--- src/hdl/qdt_pkg.sv ---
package qdt_pkg;

  localparam int MAX_TILES       = 8192;
  localparam int TILE_SIDE       = 16;
  localparam int PIXELS_PER_WORD = 4;

  localparam int TILE_PIX       = TILE_SIDE * TILE_SIDE;
  localparam int WORDS_PER_TILE = TILE_PIX / PIXELS_PER_WORD;
  localparam int LANES          = PIXELS_PER_WORD;
  localparam int WORD_W         = $clog2(WORDS_PER_TILE);
  localparam int POS_W          = $clog2(MAX_TILES);
  localparam int TOTAL_W        = $clog2(MAX_TILES + 1);
  localparam int PREV_AW        = POS_W + WORD_W;
  localparam int PREV_DEPTH     = MAX_TILES * WORDS_PER_TILE;

  localparam int PIX_W      = 24;
  localparam int BYTE_W     = 8;
  localparam int TILE_NUM_W = 13;
  localparam int IN_DATA_W  = LANES * PIX_W;
  localparam int OUT_DATA_W = ((TILE_NUM_W + LANES * PIX_W + 7) / 8) * 8;
  localparam int OUT_PAD_W  = OUT_DATA_W - TILE_NUM_W - LANES * PIX_W;

  localparam int CFG_IDX_W  = 2;
  localparam int CFG_DATA_W = 8;

  localparam logic [CFG_IDX_W-1:0] CFG_QUANT_DIVISOR = 2'd0;
  localparam logic [CFG_IDX_W-1:0] CFG_TILES_ACROSS  = 2'd1;
  localparam logic [CFG_IDX_W-1:0] CFG_TILES_DOWN    = 2'd2;

  typedef logic [PIX_W-1:0] pixel_t;

  typedef struct packed {
    logic               start;
    logic               finish;
    logic               clr;
    logic [PREV_AW-1:0] addr;
    logic               rd_en;
    logic [WORD_W-1:0]  rd_addr;
  } lane_ctrl_t;

  typedef struct packed {
    logic [TILE_NUM_W-1:0] tile_number;
    logic                  tile_changed;
    logic                  data_valid;
    logic                  last;
  } out_meta_t;

  // four restoring-division steps; returns {remainder, quotient nibble}
  function automatic logic [BYTE_W+3:0] div_nibble(input logic [BYTE_W-1:0] rem_in,
                                                   input logic [3:0] bits,
                                                   input logic [BYTE_W-1:0] d);
    logic [BYTE_W:0] r;
    logic [3:0]      q;
    r = {1'b0, rem_in};
    q = '0;
    for (int i = 3; i >= 0; i--) begin
      r = {r[BYTE_W-1:0], bits[i]};
      if (r >= {1'b0, d}) begin
        r    = r - {1'b0, d};
        q[i] = 1'b1;
      end
    end
    return {r[BYTE_W-1:0], q};
  endfunction

endpackage

--- src/hdl/qdt_merge.sv ---
module qdt_merge (
  input  logic                                    clk,
  input  logic                                    rst,
  input  logic [qdt_pkg::LANES-1:0]               lane_diff,
  input  logic                                    acc,
  input  logic                                    tile_end,
  input  logic                                    clr,
  output logic                                    dirty_now,
  input  logic                                    s1_load,
  input  qdt_pkg::out_meta_t                      meta,
  input  qdt_pkg::pixel_t [qdt_pkg::LANES-1:0]    lane_q,
  output logic                                    s1_ready,
  output logic                                    tvalid,
  input  logic                                    tready,
  output logic [qdt_pkg::OUT_DATA_W-1:0]          tdata,
  output logic [1:0]                              tuser,
  output logic                                    tlast
);
  import qdt_pkg::*;

  logic dirty;

  logic                    s1_valid;
  out_meta_t               s1_meta;
  logic                    out_valid;
  out_meta_t               out_meta;
  pixel_t [LANES-1:0]      out_pix;
  logic                    out_free;

  assign dirty_now = dirty | (|lane_diff);

  always_ff @(posedge clk) begin
    if (rst) begin
      dirty <= 1'b0;
    end else if (clr) begin
      dirty <= 1'b0;
    end else if (acc) begin
      dirty <= tile_end ? 1'b0 : dirty_now;
    end
  end

  assign out_free = !out_valid || tready;
  assign s1_ready = !s1_valid || out_free;

  always_ff @(posedge clk) begin
    if (rst) begin
      s1_valid <= 1'b0;
    end else if (s1_load) begin
      s1_valid <= 1'b1;
    end else if (out_free) begin
      s1_valid <= 1'b0;
    end
  end

  always_ff @(posedge clk) begin
    if (s1_load) begin
      s1_meta <= meta;
    end
  end

  always_ff @(posedge clk) begin
    if (rst) begin
      out_valid <= 1'b0;
    end else if (out_free) begin
      out_valid <= s1_valid;
    end
  end

  always_ff @(posedge clk) begin
    if (out_free && s1_valid) begin
      out_meta <= s1_meta;
      out_pix  <= s1_meta.data_valid ? lane_q : '0;
    end
  end

  assign tvalid = out_valid;
  assign tdata  = {{OUT_PAD_W{1'b0}}, out_pix, out_meta.tile_number};
  assign tuser  = {out_meta.data_valid, out_meta.tile_changed};
  assign tlast  = out_meta.last;

endmodule

--- config.mk ---
export PLATFORM = sky130hd
export DESIGN_NAME = qdt_merge
export DESIGN_NICKNAME = d
export VERILOG_FILES = /design/src/hdl/qdt_pkg.sv /design/src/hdl/qdt_merge.sv
export SDC_FILE = /design/constraint.sdc
export NUM_CORES = 1
export LEC_CHECK = 0
export BUFFER_PORTS_ARGS = -buffer_cell sky130_fd_sc_hd__buf_2
export CAP_MARGIN = 20
export CORE_MARGIN = 2
export CORE_UTILIZATION = 30
export DETAILED_ROUTE_END_ITERATION = 8
export PLACE_DENSITY = 0.62
export SETUP_SLACK_MARGIN = 0.02
export SYNTH_ARGS = -nofsm -noshare
export SYNTH_HDL_FRONTEND = slang
export SYNTH_SLANG_ARGS = --single-unit
--- constraint.sdc ---
create_clock -name clk -period 8.3 [get_ports clk]
set_input_delay 1.245 -clock clk [delete_from_list [all_inputs] [get_ports clk]]
set_output_delay 1.245 -clock clk [all_outputs]
set_load 0.01 [all_outputs]
==> reports/qor.yml, run 1 <==
finalHoldViolations: 0
worstSetupPathType: "in -> out"
synth_edf_count: 128
antenna_found_initial: 1
maxCapViolCount: 0
holdWs_ps: 415
die_w_microns: 129
cts-hold-fix-buffers: 0
path_delay_family: "simple AND/OR/NAND/NOR gates"
grt_pass1_wl_microns: 15200
synthCells: 255
synth_top_cell_area_share_pct: 82.2
layout_min_cycle_time_ps: 3200
ys_ff_latch: 131
setup.worst_path.start_class: "input port"
die_area_sq_um: 16600
cp.arrival_ps: 1950
worstPathMaxFanout: 4
dpl.cell_count: 672
synth.most_common_cell: "edfxtp_1"
final-max-slew-violation-count: 0
clock-sinks: 131
cts_resized: 0
io_pins: 241
fin_setup_tns_ps: 0
core_sq_um: 15200
cts.clk_slew.worst_paths_ps: 60
rsz0062_at_grt: "false"
p_total_mw: 1.67
grtUsageTotal_pct: 12.3
finalClockSkew_ps: 9.80
dp_slack_ps: 5010
cpMostUsedCell: "buf_2"
dpl-instance-area_sq_um: 6030
relSlewSlack_pct: 52.8
p_per_area_nw_per_um2: 250
finalCritPeriodShare_pct: 38.5
area_delta_synth_final_pct: 42.7
synthTopCellsByArea: "edfxtp_1, and2_1, dfxtp_1, buf_6, buf_2"
synthTopCellsByCount: "edfxtp_1, and2_1, nor2_1"
layout.cells.non_filler: 704
synth_flop_cell: "edfxtp_1"
synthMuxAreaShare_pct: 0
route.detailed.drc: 0
worst_pin_slew_ps: 708
fin_area_sq_um: 6670
end_kind: "output pin"
drive_gt1_share_pct: 52.9
cp.required_ps: 7050
cts-htree-levels: 4
place_hpwl_microns: 7480
wl_per_cell_microns: 14.6
clock_path_buffers: 2
layout.nets: 627
final-setup-viol-count: 0
drtAntennaViolNets: 0
crit_chain: "buf_2, nor2b_1, nand2_1, buf_2"
max_stage_delay_ps: 310
hold_class: "reg -> reg"
yosysUniqueCellTypes: 13
yosysWarnings: 0
synth_xor_area_share_pct: 0
synth_seq_area_share_pct: 83.5
routed_wl_microns: 10300
status: "finished, final reports clean"
grt_pass1_vias: 3086
dr.pass1.iters: 4
avgSynthCellArea_sq_um: 18.3
power.leakage_nw: 2.80
vias_per_cell: 4.13
fmax_mhz: 313
cts_tree: "yes"
synth_top_family_by_area: "simple AND/OR/NAND/NOR gates"
vias: 2904
cts_made_buffers: 17
fp-row-count: 45
grt_overflow: 0
synth-adder-area-share_pct: 0
worstPathBufferInverterCount: 2
gp_congestion: 0.703
drt_iter0_markers: 84
post_cts_buffers: 0
diodes: 0
layout_setup_ws_ps: 5100
fill_cells: 1423
grt_max_degree: 58
crit_slowest_cell: "nor2b_1"
synth_area_sq_um: 4680
insertion_delay_ps: 410
synthSimpleGateAreaFrac_pct: 14.0
die_y_microns: 129
initial_core_util_pct: 30.8
synthArstFlopShare_pct: 0
irDropWorstVdd_mv: 0.118
synth_top_cell_by_area: "edfxtp_1"
final_core_util_pct: 43.9
cts-root-buf: "clkbuf_16"
io_buffer_count: 237
synth-compound-area-share_pct: 0.214
==> power by group <==
group | switching, mW | total, mW | internal (mW)
combinational | 0.0627 | 0.119 | 0.0562
clock | 0.271 | 0.770 | 0.499
sequential | 0.00957 | 0.782 | 0.772
total | 0.343 | 1.67 | 1.33
==> registers in the layout (all words and copies together) (netlist names) <==
register  cells
tlast         1
s1_meta      16
tvalid        1
s1_valid      1
tdata       109
tuser         2
dirty         1
==> cells in the final DEF (no fill, tap or decap), drive strengths merged <==
cell      netlist  layout
bufinv          0       4
nor2            6       6
clkinv          0       7
nor2b           2       2
conb            1       3
nor3            1       1
dfxtp           3       3
clkbuf          0      17
and3            1       1
and2           96      96
edfxtp        128     128
nand2           2       2
buf            13     241
a21oi           2       2
clkinvlp        0       3
==> per-layer routing <==
layer  track usage (%)  vias up  part of all wire, %
met2              19.6      156                   48
li1                  -     1398                    -
met1              13.6     1334                   39
met3              5.82       16                   11
met4              6.52        0                  1.9
met5                 0        -                    0
==> area by class of cell <==
type	instances	area (sq um)	share of cell area (%)
well taps	188	235	3.53
clock inverters	14	189	2.83
repair buffers	241	1240	18.5
flip-flops and latches	131	3900	58.5
clock buffers	17	425	6.38
multi-input cells	113	683	10.2
==> kinds of logic (layout without fill, tap and decap cells) <==
group,count (synthesis),in the layout
flops,131,131
simple gates,108,108
buf+inv,13,272
compound gates,2,2
other cells,1,3
==> worst paths after layout <==
path	startpoint	slack (ps)	endpoint	depth (start not counted)
worst min-delay path	s1_meta[3]	420	tdata[0]	0
worst max register to register	tvalid	6020	tdata[12]	4
worst max-delay path	tready	5100	s1_ready	4
worst min register to register	s1_meta[3]	420	tdata[0]	0
Note: power is estimated with default switching activity, not from simulation.
==> inputs of run 2 (changes only) <==
PLACE_DENSITY = 0.64   (was 0.62)
clock period = 2.7 ns   (was 8.3 ns; I/O delays follow)
==> run 2 against run 1 <==
Net effect: first-iteration DRC count increased by 79%; critical path depth decreased by 1; sequential cell count unchanged; register-to-register slack got worse by 4800 ps; global-route usage increased by 0.30 points.
==> reports/qor.yml, run 2 (synthesis gave the netlist of run 1 again) <==
status: "finished, final reports clean"  # unchanged
clock_path_buffers: 2  # unchanged
path_delay_family: "simple AND/OR/NAND/NOR gates"  # unchanged
finalCritPeriodShare_pct: 63.8
internal_power_mw: 4.00  # was 1.33 mW
route.detailed.drc: 0  # unchanged
clock-sinks: 131  # unchanged
crit_slowest_cell: "nor2b_1"  # unchanged
diodes: 0  # unchanged
cts-htree-levels: 4  # unchanged
p_total_mw: 5.11  # was 1.67 mW
grt_pass1_vias: 3032  # was 3086
power.switching_mw: 1.11  # was 0.343 mW
power_frac_seq_pct: 47.1  # was 46.8%
layout.cells.non_filler: 704  # unchanged
area_delta_synth_final_pct: 42.5  # was 42.7%
worstPathBufferInverterCount: 1  # was 2
cp.required_ps: 2300  # was 7050 ps
holdWs_ps: 163  # was 415 ps
irDropWorstVdd_mv: 0.380  # was 0.118 mV
cp.arrival_ps: 1320  # was 1950 ps
dpl.cell_count: 672  # unchanged
worstSetupPathType: "reg -> out"  # was in -> out
p_sw_share_pct: 21.6  # was 20.5%
final-max-slew-violation-count: 0  # unchanged
final_common_cell: "buf_2"  # unchanged
routed_wl_microns: 10400  # was 10300 microns
finalHoldViolations: 0  # unchanged
wl_per_cell_microns: 14.7  # was 14.6 microns
maxCapViolCount: 0  # unchanged
critPathLaunch: "tvalid"  # was tready
end_kind: "output pin"  # unchanged
dr.pass1.iters: 4  # unchanged
fp-row-count: 45  # unchanged
finalClockSkew_ps: 7.88  # was 9.80 ps
drive_gt1_share_pct: 52.7  # was 52.9%
die_area_sq_um: 16600  # unchanged
reg2reg_from: "tvalid"  # unchanged
io_pins: 241  # unchanged
cts-hold-fix-buffers: 0  # unchanged
cts_made_buffers: 17  # unchanged
p_per_area_nw_per_um2: 767  # was 250 nW/um^2
hold_class: "in -> reg"  # was reg -> reg
vias_per_cell: 4.16  # was 4.13
dpl-instance-area_sq_um: 6060  # was 6030 sq um
grt_pass1_wl_microns: 15400  # was 15200 microns
rsz0062_at_grt: "false"  # unchanged
power.share.clock_pct: 45.8  # was 46.1%
die_w_microns: 129  # unchanged
grt_max_degree: 84  # was 58
crit_chain: "nor2b_1, nand2_1, buf_2"  # was buf_2, nor2b_1, nand2_1, buf_2
io_buffer_count: 237  # unchanged
vias: 2929  # was 2904
grtUsageTotal_pct: 12.6  # was 12.3%
power.leakage_nw: 2.79  # was 2.80 nW
insertion_delay_ps: 410  # about the same
cts.clk_slew.worst_paths_ps: 60  # about the same
cts_resized: 0  # unchanged
fin_setup_tns_ps: 0  # unchanged
final-setup-viol-count: 0  # unchanged
layout_min_cycle_time_ps: 1720
grt_overflow: 0  # unchanged
fmax_mhz: 581
fin_area_sq_um: 6660  # was 6670 sq um
initial_core_util_pct: 30.8  # unchanged
most-common-layout-cells: "buf_2, edfxtp_1, and2_1, clkbuf_16, nor2_1"  # unchanged
cts-root-buf: "clkbuf_16"  # unchanged
post_cts_buffers: 0  # unchanged
setup.worst_path.start_class: "flip-flop"  # was input port
antenna_found_initial: 0  # was 1
fill_cells: 1406  # was 1423
cts_tree: "yes"  # unchanged
min-delay-start: "meta[14]"  # was s1_meta[3]
core_sq_um: 15200  # unchanged
max_stage_delay_ps: 350  # was 310 ps
die_y_microns: 129  # unchanged
p_comb_share_pct: 7.1  # about the same
gp_congestion: 0.733  # was 0.703
layout.nets: 626  # was 627
drt_iter0_markers: 150  # was 84
largest_register_ffs: 109  # unchanged
worstPathMaxFanout: 4  # unchanged
drtAntennaViolNets: 0  # unchanged
run 2: changes by cell type in the layout (fill, tap and decap cells not counted), sizes merged:
cell	previous run	this run
clkinv	7	5
bufinv	4	3
buf	241	240
inv	0	3
clkinvlp	3	4
run 2: final timing paths:
check | to | slack, ps | depth (start not counted)
max | s1_ready | 980 | 3
min | s1_meta[14] | 160 | 1
max reg2reg | tdata[105] | 1260 | 3
min reg2reg | tdata[12] | 420 | 0
run 2: metrics by stage:
| step | worst slack, ps | util (%) |
|---|---|---|
| final | 977 | 43.8 |
| after global routing | 859 | 43.8 |
| after CTS | 955 | 43.8 |
| after detailed placement | 1160 | 39.8 |
| after global placement | 1230 | 39.8 |
| after floorplan | 94.5 | - |
run 2: metal layers:
metal  vias up  part of all wire (%)  routed length [microns]  GRT usage [%]
li1       1393                     -                        -              -
met4         0                   1.8                      185           5.75
met1      1366                    37                     3880           13.5
met5         -                     0                        0              0
met3        15                    11                     1130           6.28
met2       155                    50                     5190           20.8
run 2: power groups by stage:
stage,clock (mW),sequential [mW],combinational (mW)
3_3_place_gp,0,2.44,0.365
4_1_cts,2.40,2.41,0.373
2_1_floorplan,0,2.49,0.125
3_5_place_dp,0,2.45,0.373
5_1_grt,2.48,2.41,0.406
6_report,2.34,2.40,0.362
run 2: area by class of cell:
cell class	count	area, sq um	area share (%)
flip-flops and latches	131	3900	58.6
repair buffers	240	1230	18.5
multi-input cells	113	683	10.3
clock buffers	17	425	6.38
well taps	188	235	3.53
clock inverters	15	181	2.72
run 2: worst reg2reg max path, cell delays in order, from the launching register on:
cell and delay (ps):
dfxtp_1 310, nor2b_1 180, nor2b_4 170, buf_4 400
